**src/hdl/rema_pkg.sv**
```systemverilog
// ----------------------------------------------------------------------------
// rema_pkg: shared types and constants for the running EMA normalizer
// Single-precision operation codes, sequencer states and a helper function.
// ----------------------------------------------------------------------------
`default_nettype none
package rema_pkg;

  localparam int unsigned DataW = 32;
  localparam int unsigned CfgIdxW = 2;

  localparam logic [DataW-1:0] MagicIsqrt = 32'h5F1F_FFF9;
  localparam logic [DataW-1:0] FloatOne = 32'h3F80_0000;
  localparam logic [DataW-1:0] MeanDecayRst = 32'h3F66_6666;
  localparam logic [DataW-1:0] VarDecayRst = 32'h3F66_6666;
  localparam logic [DataW-1:0] VarFloorRst = 32'h24E6_9595;
  localparam logic [DataW-1:0] MeanRst = 32'h0000_0000;
  localparam logic [DataW-1:0] VarRst = 32'h3F80_0000;
  localparam logic [DataW-1:0] FpDefaultNan = 32'hFFC0_0000;
  localparam logic [DataW-1:0] FpQuietBit = 32'h0040_0000;

  typedef enum logic [1:0] {
    REG_MEAN_DECAY = 2'd0,
    REG_VAR_DECAY  = 2'd1,
    REG_VAR_FLOOR  = 2'd2
  } cfg_reg_t;

  typedef enum logic {
    OP_ADD = 1'b0,
    OP_MUL = 1'b1
  } fp_op_t;

  typedef enum logic [3:0] {
    ST_IDLE,
    ST_T0,
    ST_T1,
    ST_T2,
    ST_M,
    ST_D,
    ST_U0,
    ST_U1,
    ST_U2,
    ST_U3,
    ST_V,
    ST_S,
    ST_Y,
    ST_OUT
  } seq_state_t;

  typedef struct packed {
    logic   start;
    fp_op_t op;
    logic   sub;
  } fp_req_t;

  typedef struct packed {
    logic busy;
    logic done;
  } fp_stat_t;

  function automatic logic [DataW-1:0] approx_rsqrt(input logic [DataW-1:0] b);
    logic [DataW-1:0] half;
    half = {b[DataW-1], b[DataW-1:1]};
    return MagicIsqrt - half;
  endfunction

endpackage
`default_nettype wire

```
**src/hdl/rema_if.sv**
```systemverilog
// ----------------------------------------------------------------------------
// rema_stream_if: valid/ready stream channel carrying one 32-bit word
// Source drives valid and data, sink drives ready.
// ----------------------------------------------------------------------------
`default_nettype none
interface rema_stream_if;
  logic        valid;
  logic        ready;
  logic [31:0] data;
  modport source (output valid, output data, input ready);
  modport sink (input valid, input data, output ready);
endinterface
`default_nettype wire

```
**src/hdl/running_ema_normalizer_core.sv**
```systemverilog
// ----------------------------------------------------------------------------
// running_ema_normalizer_core: EMA mean/variance sample normalizer
//
//   channel  dir  payload            transfer when
//   in       in   sample[31:0]       in.valid & in.ready
//   out      out  normalized[31:0]   out.valid & out.ready
//   cfg      in   cfg_idx, cfg_data  cfg_we
//
// Twelve dependent float ops run on one shared add/mul unit, each passing
// through issue, four unit stages and capture; the normalize stage is
// skipped when an operand is NaN or infinity or the exact result is zero.
// in.ready is high only while idle, so a new sample waits until the result
// is taken, and the result holds until then. Synchronous active-low reset
// loads defaults, mean 0.0, variance 1.0.
// ----------------------------------------------------------------------------
`default_nettype none
module running_ema_normalizer_core (
  input  wire logic                          clk,
  input  wire logic                          rst_n,
  input  wire logic                          cfg_we,
  input  wire logic [rema_pkg::CfgIdxW-1:0]  cfg_idx,
  input  wire logic [rema_pkg::DataW-1:0]    cfg_data,
  rema_stream_if.sink                        in_ch,
  rema_stream_if.source                      out_ch
);
  import rema_pkg::*;

  fp_req_t     req;
  fp_stat_t    stat;
  logic [31:0] opa, opb, res;

  rema_seq u_seq (
    .clk, .rst_n, .cfg_we, .cfg_idx, .cfg_data,
    .in_valid(in_ch.valid), .in_ready(in_ch.ready), .in_data(in_ch.data),
    .out_valid(out_ch.valid), .out_ready(out_ch.ready), .out_data(out_ch.data),
    .req, .opa, .opb, .stat, .res
  );

  rema_fpu u_fpu (
    .clk, .rst_n, .req, .a(opa), .b(opb), .stat, .res
  );
endmodule
`default_nettype wire

```
**src/hdl/rema_fpu.sv**
```systemverilog
// ----------------------------------------------------------------------------
// rema_fpu: shared single-precision adder / multiplier
// Multicycle: operands captured, unpack, compute, normalize/round stages.
// ----------------------------------------------------------------------------
`default_nettype none
module rema_fpu (
  input  wire logic                    clk,
  input  wire logic                    rst_n,
  input  wire rema_pkg::fp_req_t       req,
  input  wire logic [31:0]             a,
  input  wire logic [31:0]             b,
  output rema_pkg::fp_stat_t           stat,
  output logic [31:0]                  res
);
  import rema_pkg::*;

  typedef enum logic [2:0] {F_IDLE, F_ALIGN, F_CALC, F_NORM, F_ROUND} fstate_t;

  fstate_t     fst_r, fst_nxt;
  fp_op_t      op_r;
  logic [31:0] a_r, b_r;
  logic        sgn_r, spc_r;
  logic [31:0] spc_val_r;
  logic signed [10:0] exp_r;
  logic [49:0] mag_r;     // wide mantissa workspace with sticky in bit 0
  logic [31:0] res_r;
  logic        done_r;

  // unpack
  logic        sa, sb;
  logic [7:0]  ea, eb;
  logic [23:0] ma, mb;
  logic        a_nan, b_nan, a_inf, b_inf, a_zero, b_zero;
  always_comb begin
    sa = a_r[31];
    sb = b_r[31];
    ea = a_r[30:23];
    eb = b_r[30:23];
    ma = {(ea != 8'd0), a_r[22:0]};
    mb = {(eb != 8'd0), b_r[22:0]};
    a_nan = (ea == 8'hFF) && (a_r[22:0] != 23'd0);
    b_nan = (eb == 8'hFF) && (b_r[22:0] != 23'd0);
    a_inf = (ea == 8'hFF) && (a_r[22:0] == 23'd0);
    b_inf = (eb == 8'hFF) && (b_r[22:0] == 23'd0);
    a_zero = (a_r[30:0] == 31'd0);
    b_zero = (b_r[30:0] == 31'd0);
  end

  // effective exponents (denormals use 1)
  logic [7:0] ea_e, eb_e;
  assign ea_e = (ea == 8'd0) ? 8'd1 : ea;
  assign eb_e = (eb == 8'd0) ? 8'd1 : eb;

  // alignment for add
  logic        a_big;
  logic [7:0]  ediff;
  logic [49:0] big_m, sml_m, sml_sh;
  logic        sml_sticky;
  always_comb begin
    a_big = ({ea_e, ma} >= {eb_e, mb});
    ediff = a_big ? (ea_e - eb_e) : (eb_e - ea_e);
    big_m = a_big ? {1'b0, ma, 25'd0} : {1'b0, mb, 25'd0};
    sml_m = a_big ? {1'b0, mb, 25'd0} : {1'b0, ma, 25'd0};
    if (ediff >= 8'd50) begin
      sml_sh = 50'd0;
      sml_sticky = (sml_m != 50'd0);
    end else begin
      sml_sh = sml_m >> ediff;
      sml_sticky = ((sml_sh << ediff) != sml_m);
    end
  end

  // leading-zero count of workspace
  logic [5:0] lz;
  always_comb begin
    lz = 6'd50;
    for (int i = 0; i < 50; i++) begin
      if (mag_r[i]) lz = 6'(49 - i);
    end
  end

  // normalize: target leading one at bit 48, exponent tracks bit 48 weight
  logic signed [10:0] n_exp;
  logic [49:0] n_mag;
  logic        n_st;
  always_comb begin
    n_exp = exp_r;
    n_mag = mag_r;
    n_st = 1'b0;
    if (lz == 6'd0) begin
      n_mag = {1'b0, mag_r[49:1]};
      n_st = mag_r[0];
      n_exp = exp_r + 11'sd1;
    end else if (lz > 6'd1 && lz != 6'd50) begin
      n_mag = mag_r << (lz - 6'd1);
      n_exp = exp_r - 11'(signed'({5'd0, lz - 6'd1}));
    end
  end

  // subnormal denorm and rounding (from normalized regs)
  logic [49:0] d_mag;
  logic        d_st;
  logic [10:0] dsh;
  logic [23:0] kept;
  logic        g, st, lsb, rnd_up;
  logic [24:0] kr;
  logic [7:0]  fe;
  logic [31:0] packed_v;
  always_comb begin
    d_mag = mag_r;
    d_st = 1'b0;
    fe = 8'd0;
    if (exp_r < 11'sd1) begin
      dsh = 11'(11'sd1 - exp_r);
      if (dsh >= 11'd50) begin
        d_mag = 50'd0;
        d_st = (mag_r != 50'd0);
      end else begin
        d_mag = mag_r >> dsh;
        d_st = ((d_mag << dsh) != mag_r);
      end
    end else begin
      dsh = 11'd0;
    end
    kept = d_mag[48:25];
    g = d_mag[24];
    st = (d_mag[23:0] != 24'd0) | d_st;
    lsb = kept[0];
    rnd_up = g & (st | lsb);
    kr = {1'b0, kept} + {24'd0, rnd_up};
    if (kr[24]) begin
      // carry out: mantissa 1.0, exponent +1
      if (exp_r < 11'sd1) fe = 8'd2;
      else fe = 8'(exp_r + 11'sd1);
      packed_v = (exp_r >= 11'sd254) ? {sgn_r, 8'hFF, 23'd0} : {sgn_r, fe, 23'd0};
    end else if (exp_r < 11'sd1 || !kr[23]) begin
      packed_v = {sgn_r, 7'd0, kr[23], kr[22:0]};
    end else if (exp_r >= 11'sd255) begin
      packed_v = {sgn_r, 8'hFF, 23'd0};
    end else begin
      fe = 8'(exp_r);
      packed_v = {sgn_r, fe, kr[22:0]};
    end
  end

  always_ff @(posedge clk) begin
    if (!rst_n) begin
      fst_r <= F_IDLE;
      done_r <= 1'b0;
    end else begin
      fst_r <= fst_nxt;
      done_r <= (fst_r == F_ROUND);
    end
  end

  always_comb begin
    fst_nxt = fst_r;
    unique case (fst_r)
      F_IDLE:  if (req.start) fst_nxt = F_ALIGN;
      F_ALIGN: fst_nxt = F_CALC;
      F_CALC:  fst_nxt = spc_r ? F_ROUND : F_NORM;
      F_NORM:  fst_nxt = F_ROUND;
      F_ROUND: fst_nxt = F_IDLE;
      default: fst_nxt = F_IDLE;
    endcase
  end

  logic [47:0] prod;
  assign prod = ma * mb;

  always_ff @(posedge clk) begin
    case (fst_r)
      F_IDLE: if (req.start) begin
        a_r <= a;
        // a NaN subtrahend passes through with its own sign
        b_r <= (req.sub && !((b[30:23] == 8'hFF) && (b[22:0] != 23'd0))) ?
               {~b[31], b[30:0]} : b;
        op_r <= req.op;
      end
      F_ALIGN: begin
        spc_r <= 1'b0;
        if (op_r == OP_MUL) begin
          sgn_r <= sa ^ sb;
          if (a_nan) begin
            spc_r <= 1'b1; spc_val_r <= a_r | FpQuietBit;
          end else if (b_nan) begin
            spc_r <= 1'b1; spc_val_r <= b_r | FpQuietBit;
          end else if ((a_inf && b_zero) || (b_inf && a_zero)) begin
            spc_r <= 1'b1; spc_val_r <= FpDefaultNan;
          end else if (a_inf || b_inf) begin
            spc_r <= 1'b1; spc_val_r <= {sa ^ sb, 8'hFF, 23'd0};
          end
          exp_r <= 11'(signed'({3'd0, ea_e})) + 11'(signed'({3'd0, eb_e})) - 11'sd127;
          mag_r <= {1'b0, prod, 1'b0};
        end else begin
          if (a_nan) begin
            spc_r <= 1'b1; spc_val_r <= a_r | FpQuietBit;
          end else if (b_nan) begin
            spc_r <= 1'b1; spc_val_r <= b_r | FpQuietBit;
          end else if (a_inf && b_inf && (sa != sb)) begin
            spc_r <= 1'b1; spc_val_r <= FpDefaultNan;
          end else if (a_inf) begin
            spc_r <= 1'b1; spc_val_r <= a_r;
          end else if (b_inf) begin
            spc_r <= 1'b1; spc_val_r <= b_r;
          end
          sgn_r <= a_big ? sa : sb;
          exp_r <= 11'(signed'({3'd0, (a_big ? ea_e : eb_e)}));
          if (sa == sb) mag_r <= big_m + (sml_sh | {49'd0, sml_sticky});
          else mag_r <= big_m - (sml_sh | {49'd0, sml_sticky});
        end
      end
      F_CALC: begin
        if (op_r == OP_ADD) begin
          // add workspace: leading one at 48 means bit 48 weight = 2^exp
          if (!spc_r && mag_r == 50'd0) begin
            spc_r <= 1'b1;
            spc_val_r <= {(sa & sb), 31'd0};
          end
        end else begin
          // product 2.46 at bits 48..1 -> weight of bit 48 = 2^(exp+1)
          mag_r <= {mag_r[48:0], 1'b0};
          if (!spc_r && mag_r == 50'd0) begin
            spc_r <= 1'b1; spc_val_r <= {sgn_r, 31'd0};
          end
        end
      end
      F_NORM: begin
        mag_r <= n_mag | {49'd0, n_st};
        exp_r <= n_exp;
      end
      F_ROUND: res_r <= spc_r ? spc_val_r : packed_v;
      default: ;
    endcase
  end

  assign stat.busy = (fst_r != F_IDLE);
  assign stat.done = done_r;
  assign res = res_r;
endmodule
`default_nettype wire

```
**src/hdl/rema_seq.sv**
```systemverilog
// ----------------------------------------------------------------------------
// rema_seq: sequencer issuing the normalizer's float operations in order
// Holds state, config and temporaries; drives the shared FPU.
// ----------------------------------------------------------------------------
`default_nettype none
module rema_seq (
  input  wire logic                       clk,
  input  wire logic                       rst_n,
  input  wire logic                       cfg_we,
  input  wire logic [rema_pkg::CfgIdxW-1:0] cfg_idx,
  input  wire logic [31:0]                cfg_data,
  input  wire logic                       in_valid,
  output logic                            in_ready,
  input  wire logic [31:0]                in_data,
  output logic                            out_valid,
  input  wire logic                       out_ready,
  output logic [31:0]                     out_data,
  output rema_pkg::fp_req_t               req,
  output logic [31:0]                     opa,
  output logic [31:0]                     opb,
  input  wire rema_pkg::fp_stat_t         stat,
  input  wire logic [31:0]                res
);
  import rema_pkg::*;

  seq_state_t st_r, st_nxt;
  logic issued_r, issued_nxt;
  logic [31:0] b1_r, b2_r, eps_r, m_r, v_r, x_r, t0_r, t1_r, t2_r, d_r, y_r;

  always_ff @(posedge clk) begin
    if (!rst_n) begin
      st_r <= ST_IDLE;
      issued_r <= 1'b0;
      b1_r <= MeanDecayRst;
      b2_r <= VarDecayRst;
      eps_r <= VarFloorRst;
      m_r <= MeanRst;
      v_r <= VarRst;
    end else begin
      st_r <= st_nxt;
      issued_r <= issued_nxt;
      if (cfg_we) begin
        unique case (cfg_idx)
          REG_MEAN_DECAY: b1_r <= cfg_data;
          REG_VAR_DECAY:  b2_r <= cfg_data;
          REG_VAR_FLOOR:  eps_r <= cfg_data;
          default: ;
        endcase
      end
      if (stat.done) begin
        unique case (st_r)
          ST_M: m_r <= res;
          ST_V: v_r <= res;
          default: ;
        endcase
      end
    end
  end

  always_ff @(posedge clk) begin
    if (st_r == ST_IDLE && in_valid) x_r <= in_data;
    if (stat.done) begin
      case (st_r)
        ST_T0, ST_U0: t0_r <= res;
        ST_T1, ST_U1: t1_r <= res;
        ST_T2, ST_U2, ST_U3: t2_r <= res;
        ST_D: d_r <= res;
        ST_S: t1_r <= approx_rsqrt(res);
        ST_Y: y_r <= res;
        default: ;
      endcase
    end
  end

  always_comb begin
    st_nxt = st_r;
    issued_nxt = issued_r;
    req = '{start: 1'b0, op: OP_ADD, sub: 1'b0};
    opa = t0_r;
    opb = t2_r;
    in_ready = (st_r == ST_IDLE);
    out_valid = (st_r == ST_OUT);
    unique case (st_r)
      ST_T0: begin req.op = OP_MUL; opa = b1_r; opb = m_r; end
      ST_T1: begin req.sub = 1'b1; opa = FloatOne; opb = b1_r; end
      ST_T2: begin req.op = OP_MUL; opa = t1_r; opb = x_r; end
      ST_M:  begin opa = t0_r; opb = t2_r; end
      ST_D:  begin req.sub = 1'b1; opa = x_r; opb = m_r; end
      ST_U0: begin req.op = OP_MUL; opa = b2_r; opb = v_r; end
      ST_U1: begin req.sub = 1'b1; opa = FloatOne; opb = b2_r; end
      ST_U2: begin req.op = OP_MUL; opa = t1_r; opb = d_r; end
      ST_U3: begin req.op = OP_MUL; opa = t2_r; opb = d_r; end
      ST_V:  begin opa = t0_r; opb = t2_r; end
      ST_S:  begin opa = v_r; opb = eps_r; end
      ST_Y:  begin req.op = OP_MUL; opa = d_r; opb = t1_r; end
      default: ;
    endcase
    unique case (st_r)
      ST_IDLE: if (in_valid) st_nxt = ST_T0;
      ST_OUT:  if (out_ready) st_nxt = ST_IDLE;
      default: begin
        if (!issued_r && !stat.busy) begin
          req.start = 1'b1;
          issued_nxt = 1'b1;
        end
        if (stat.done) begin
          issued_nxt = 1'b0;
          st_nxt = seq_state_t'(st_r + 4'd1);
        end
      end
    endcase
  end

  assign out_data = y_r;
endmodule
`default_nettype wire

```
**src/flat_wrapper.sv**
```systemverilog
// flat-port wrapper written by rule: the top's interface ports become plain ports
module running_ema_normalizer_core_flat import rema_pkg::*;
  (clk, rst_n, cfg_we, cfg_idx, cfg_data, in_ch_valid, in_ch_data, in_ch_ready, out_ch_valid, out_ch_data, out_ch_ready);
  rema_stream_if in_ch_i ();
  rema_stream_if out_ch_i ();
  input  wire logic clk;
  input  wire logic rst_n;
  input  wire logic cfg_we;
  input  wire logic [rema_pkg::CfgIdxW-1:0] cfg_idx;
  input  wire logic [rema_pkg::DataW-1:0] cfg_data;
  input wire logic [$bits(in_ch_i.valid)-1:0] in_ch_valid;
  input wire logic [$bits(in_ch_i.data)-1:0] in_ch_data;
  output wire logic [$bits(in_ch_i.ready)-1:0] in_ch_ready;
  output wire logic [$bits(out_ch_i.valid)-1:0] out_ch_valid;
  output wire logic [$bits(out_ch_i.data)-1:0] out_ch_data;
  input wire logic [$bits(out_ch_i.ready)-1:0] out_ch_ready;
  assign in_ch_i.valid = in_ch_valid;
  assign in_ch_i.data = in_ch_data;
  assign in_ch_ready = in_ch_i.ready;
  assign out_ch_valid = out_ch_i.valid;
  assign out_ch_data = out_ch_i.data;
  assign out_ch_i.ready = out_ch_ready;
  running_ema_normalizer_core u_core (.clk(clk), .rst_n(rst_n), .cfg_we(cfg_we), .cfg_idx(cfg_idx), .cfg_data(cfg_data), .in_ch(in_ch_i), .out_ch(out_ch_i));
endmodule
```
**config.mk**
```make
export PLATFORM = sky130hd
export DESIGN_NAME = running_ema_normalizer_core_flat
export DESIGN_NICKNAME = d
export VERILOG_FILES = /design/src/hdl/rema_pkg.sv /design/src/hdl/rema_if.sv /design/src/hdl/running_ema_normalizer_core.sv /design/src/hdl/rema_fpu.sv /design/src/hdl/rema_seq.sv /design/src/flat_wrapper.sv
export SDC_FILE = /design/constraint.sdc
export NUM_CORES = 2
export LEC_CHECK = 0
export BUFFER_PORTS_ARGS = -buffer_cell sky130_fd_sc_hd__buf_2
export CAP_MARGIN = 20
export CORE_MARGIN = 2
export CORE_UTILIZATION = 45
export DETAILED_ROUTE_END_ITERATION = 8
export PLACE_DENSITY = 0.64
export SLEW_MARGIN = 10
export SYNTH_ARGS = -nofsm -noshare
export SYNTH_HDL_FRONTEND = slang
export SYNTH_SLANG_ARGS = --single-unit
```
**constraint.sdc**
```tcl
create_clock -name clk -period 24 [get_ports clk]
set_input_delay 2.4 -clock clk [delete_from_list [all_inputs] [get_ports clk]]
set_output_delay 2.4 -clock clk [all_outputs]
set_load 0.01 [all_outputs]
```
==> out/qor.csv <==
stage,metric,value,unit
layout,drive_gt1_frac,0.09819,
detailed_routing,drcViolationCount,3,
floorplanning,io_pins,105,
hold_path,hold_path.class,flop to flop,
layout,top_register,u_core.u_fpu.mag_r,
global_routing,antenna_found_initial,23,
worst_setup_path,crit_top_cell,o21ai_0,
layout,mostFrequentLayoutCells,"1294 x nand2_1, 625 x inv_1, 538 x nor2_1, 487 x fa_1, 384 x edfxtp_1",
worst_setup_path,critical_path.max_fanout,37,
floorplanning,dieHeight,388.0,um
layout,layout_commonest_cell,nand2_1,
timing,maxSlewHeadroom,0.1499,
placed_design,dpl.hpwl,238800,um
timing,skew,0.04580,ns
placed_design,gp_congestion,1.069,
hold_path,whs_path_depth,2,
timing,tightest_slew,1.269,ns
synthesis,netlist_area,66350,um^2
detailed_routing,wirelength,327200,um
synthesis,synth_edf_count,384,
clocking,ctsRootBufferMaster,clkbuf_16,
floorplanning,rows,140,
status,violations,design-rule violations,
timing,worst_slack,9.022,ns
floorplanning,die_w,388.0,um
worst_setup_path,cpMaxStageDelayCell,a211oi_2,
timing,finalSetupTns,0,ns
clocking,insertion_delay,0.71,ns
synthesis,syn_nets,8777,
detailed_routing,dr.pass1.iters,9,
timing,rsz0062_at_grt,no,
timing,fin_crit,14.98,ns
detailed_routing,vias_per_cell,6.859,
clocking,postCtsSetupBuffers,0,
worst_setup_path,reg2regPathDepth,51,
clocking,clk_pin_slew_worst_paths,0.06,ns
synthesis,async_reset_ff_frac,0,
detailed_routing,wl_per_cell,33.88,um
global_routing,grt_pass1_wl,464700,um
layout,largest_reg_flops,50,
clocking,htree_levels,2,
worst_setup_path,cp.required,24.42,ns
detailed_routing,ant_nets,0,
detailed_routing,drt_iter0_drc,10200,
detailed_routing,dr_total_vias,66250,
synthesis,synth_cell_type_count,113,
layout,finalNetCount,8535,
placed_design,place_ws,9.737,ns
clocking,numCtsBuffers,57,
global_routing,grt_pass1_vias,62560,
clocking,cts.sinks,553,
worst_setup_path,timing_worst_setup_path_type,flop to flop,
placed_design,io_buffers,104,
timing,fin_crit_sh,0.6241,
synthesis,ys_seq_area_frac,0.2248,
floorplanning,design.core.area,146100,um^2
clocking,cts_tree,done,
worst_setup_path,slowest_delay,0.86,ns
global_routing,gr-total-overflow,0,
synthesis,avgSynthCellArea,8.374,um^2
synthesis,synth_flop_cell,edfxtp_1,
worst_setup_path,crit_family,compound AO/OA/AOI/OAI gates,
job,maxCapViolations,0,
floorplanning,start_util,0.4542,
worst_setup_path,crit_cells,51,
worst_setup_path,cp-start-kind,flop,
worst_setup_path,critPathArrivalTime,15.40,ns
timing,finalHoldViolCount,0,
global_routing,grt_max_degree,97,
timing,slew_violations,0,
timing,max_freq,0.06676,GHz
synthesis,ys_warn_count,0,
status,outcome,finished with violations,
worst_setup_path,path_buf_inv,4,
clocking,postCtsResizedCells,0,
floorplanning,die_area,150500,um^2
synthesis,netlist_instances,7923,
clocking,clockBufferDepth,3,
timing,whs,0.4669,ns
worst_setup_path,critPathCaptureType,flop,
clocking,cts_hold_buf,0,
timing,setup-violations-final,0,
layout,syn2layout_area_growth,6.817,%
global_routing,grt_use_total,0.4225,
synthesis,ys_seq_elements,553,
[area by class of cell]
type	count	area [um^2]
Fill cell	14150	75220
Multi-Input combinational cell	6073	46690
Sequential cell	553	14920
Timing Repair Buffer	365	2495
Tap cell	1917	2399
Inverter	631	2369
Clock buffer	81	1672
Clock inverter	27	304.0
Antenna cell	11	27.53
[tightest hold or removal path, cell delays in order (launching register included)]
cell,delay (ns)
dfxtp_1,0.31
nand2_1,0.05
nand3_1,0.06
[cell families (layout without fill, tap and decap cells)]
| family | after synthesis | count (layout) | synth area share |
|---|---|---|---|
| xor gates and xnor gates | 152 | 152 | 0.02006 |
| muxes | 460 | 460 | 0.08918 |
| adders and majority gates | 785 | 785 | 0.2031 |
| other | 0 | 11 | 0 |
| DFF | 553 | 553 | 0.2248 |
| buffers and inverters | 1297 | 1104 | 0.07524 |
| and+or+nand+nor | 2735 | 2735 | 0.1840 |
| AOI/OAI and AO/OA | 1941 | 1941 | 0.2037 |
[stage by stage]
step / instance area [um^2] / cells / util
2_1_floorplan: 66350 / 7923 / -
3_3_place_gp: 68780 / 9529 / 0.4708
3_5_place_dp: 68830 / 9535 / 0.4712
4_1_cts: 70810 / 9643 / 0.4847
5_1_grt: 70850 / 9648 / 0.4850
6_report: 70870 / 9658 / 0.4851
[cell usage after synthesis (80+ instances only)]
master,n,area share
mux2i_1,281,0.042
mux4_2,96,0.033
inv_1,625,0.035
xnor2_1,98,0.013
edfxtp_1,384,0.17
a21boi_0,120,0.014
a22oi_1,93,0.011
mux2_2,80,0.014
a31oi_1,124,0.012
buf_1,84,0.0048
nor3_1,152,0.011
nor2_1,545,0.031
a22o_1,122,0.016
clkbuf_1,523,0.030
a21oi_1,334,0.025
nand2_1,1295,0.073
ha_1,296,0.056
dfxtp_1,169,0.051
and2_1,193,0.018
a221oi_1,122,0.016
o21ai_0,381,0.029
nand3_1,205,0.015
fa_1,487,0.15
[path summary, 6_finish.rpt]
kind / slack, ns / startpoint / to
setup / recovery: 9.02 / u_core.u_fpu.a_r[24] / u_core.u_fpu.mag_r[49]
hold / removal: 0.47 / u_core.u_seq.eps_r[22] / u_core.u_seq.eps_r[22]
setup reg to reg: 9.02 / u_core.u_fpu.a_r[24] / u_core.u_fpu.mag_r[49]
hold reg to reg: 0.47 / u_core.u_seq.eps_r[22] / u_core.u_seq.eps_r[22]
[metal layers]
| metal | vias up | track usage | wire length (um) |
|---|---|---|---|
| met2 | 4998 | 0.6107 | 135700 |
| met5 | - | 0 | 172 |
| met3 | 1024 | 0.1219 | 41870 |
| met1 | 32600 | 0.5698 | 127900 |
| li1 | 27600 | - | - |
| met4 | 24 | 0.2242 | 21560 |
Power is left out: the tool's default activity adds up to more than one toggle a clock period on the data nets, which glitch-free logic cannot reach.
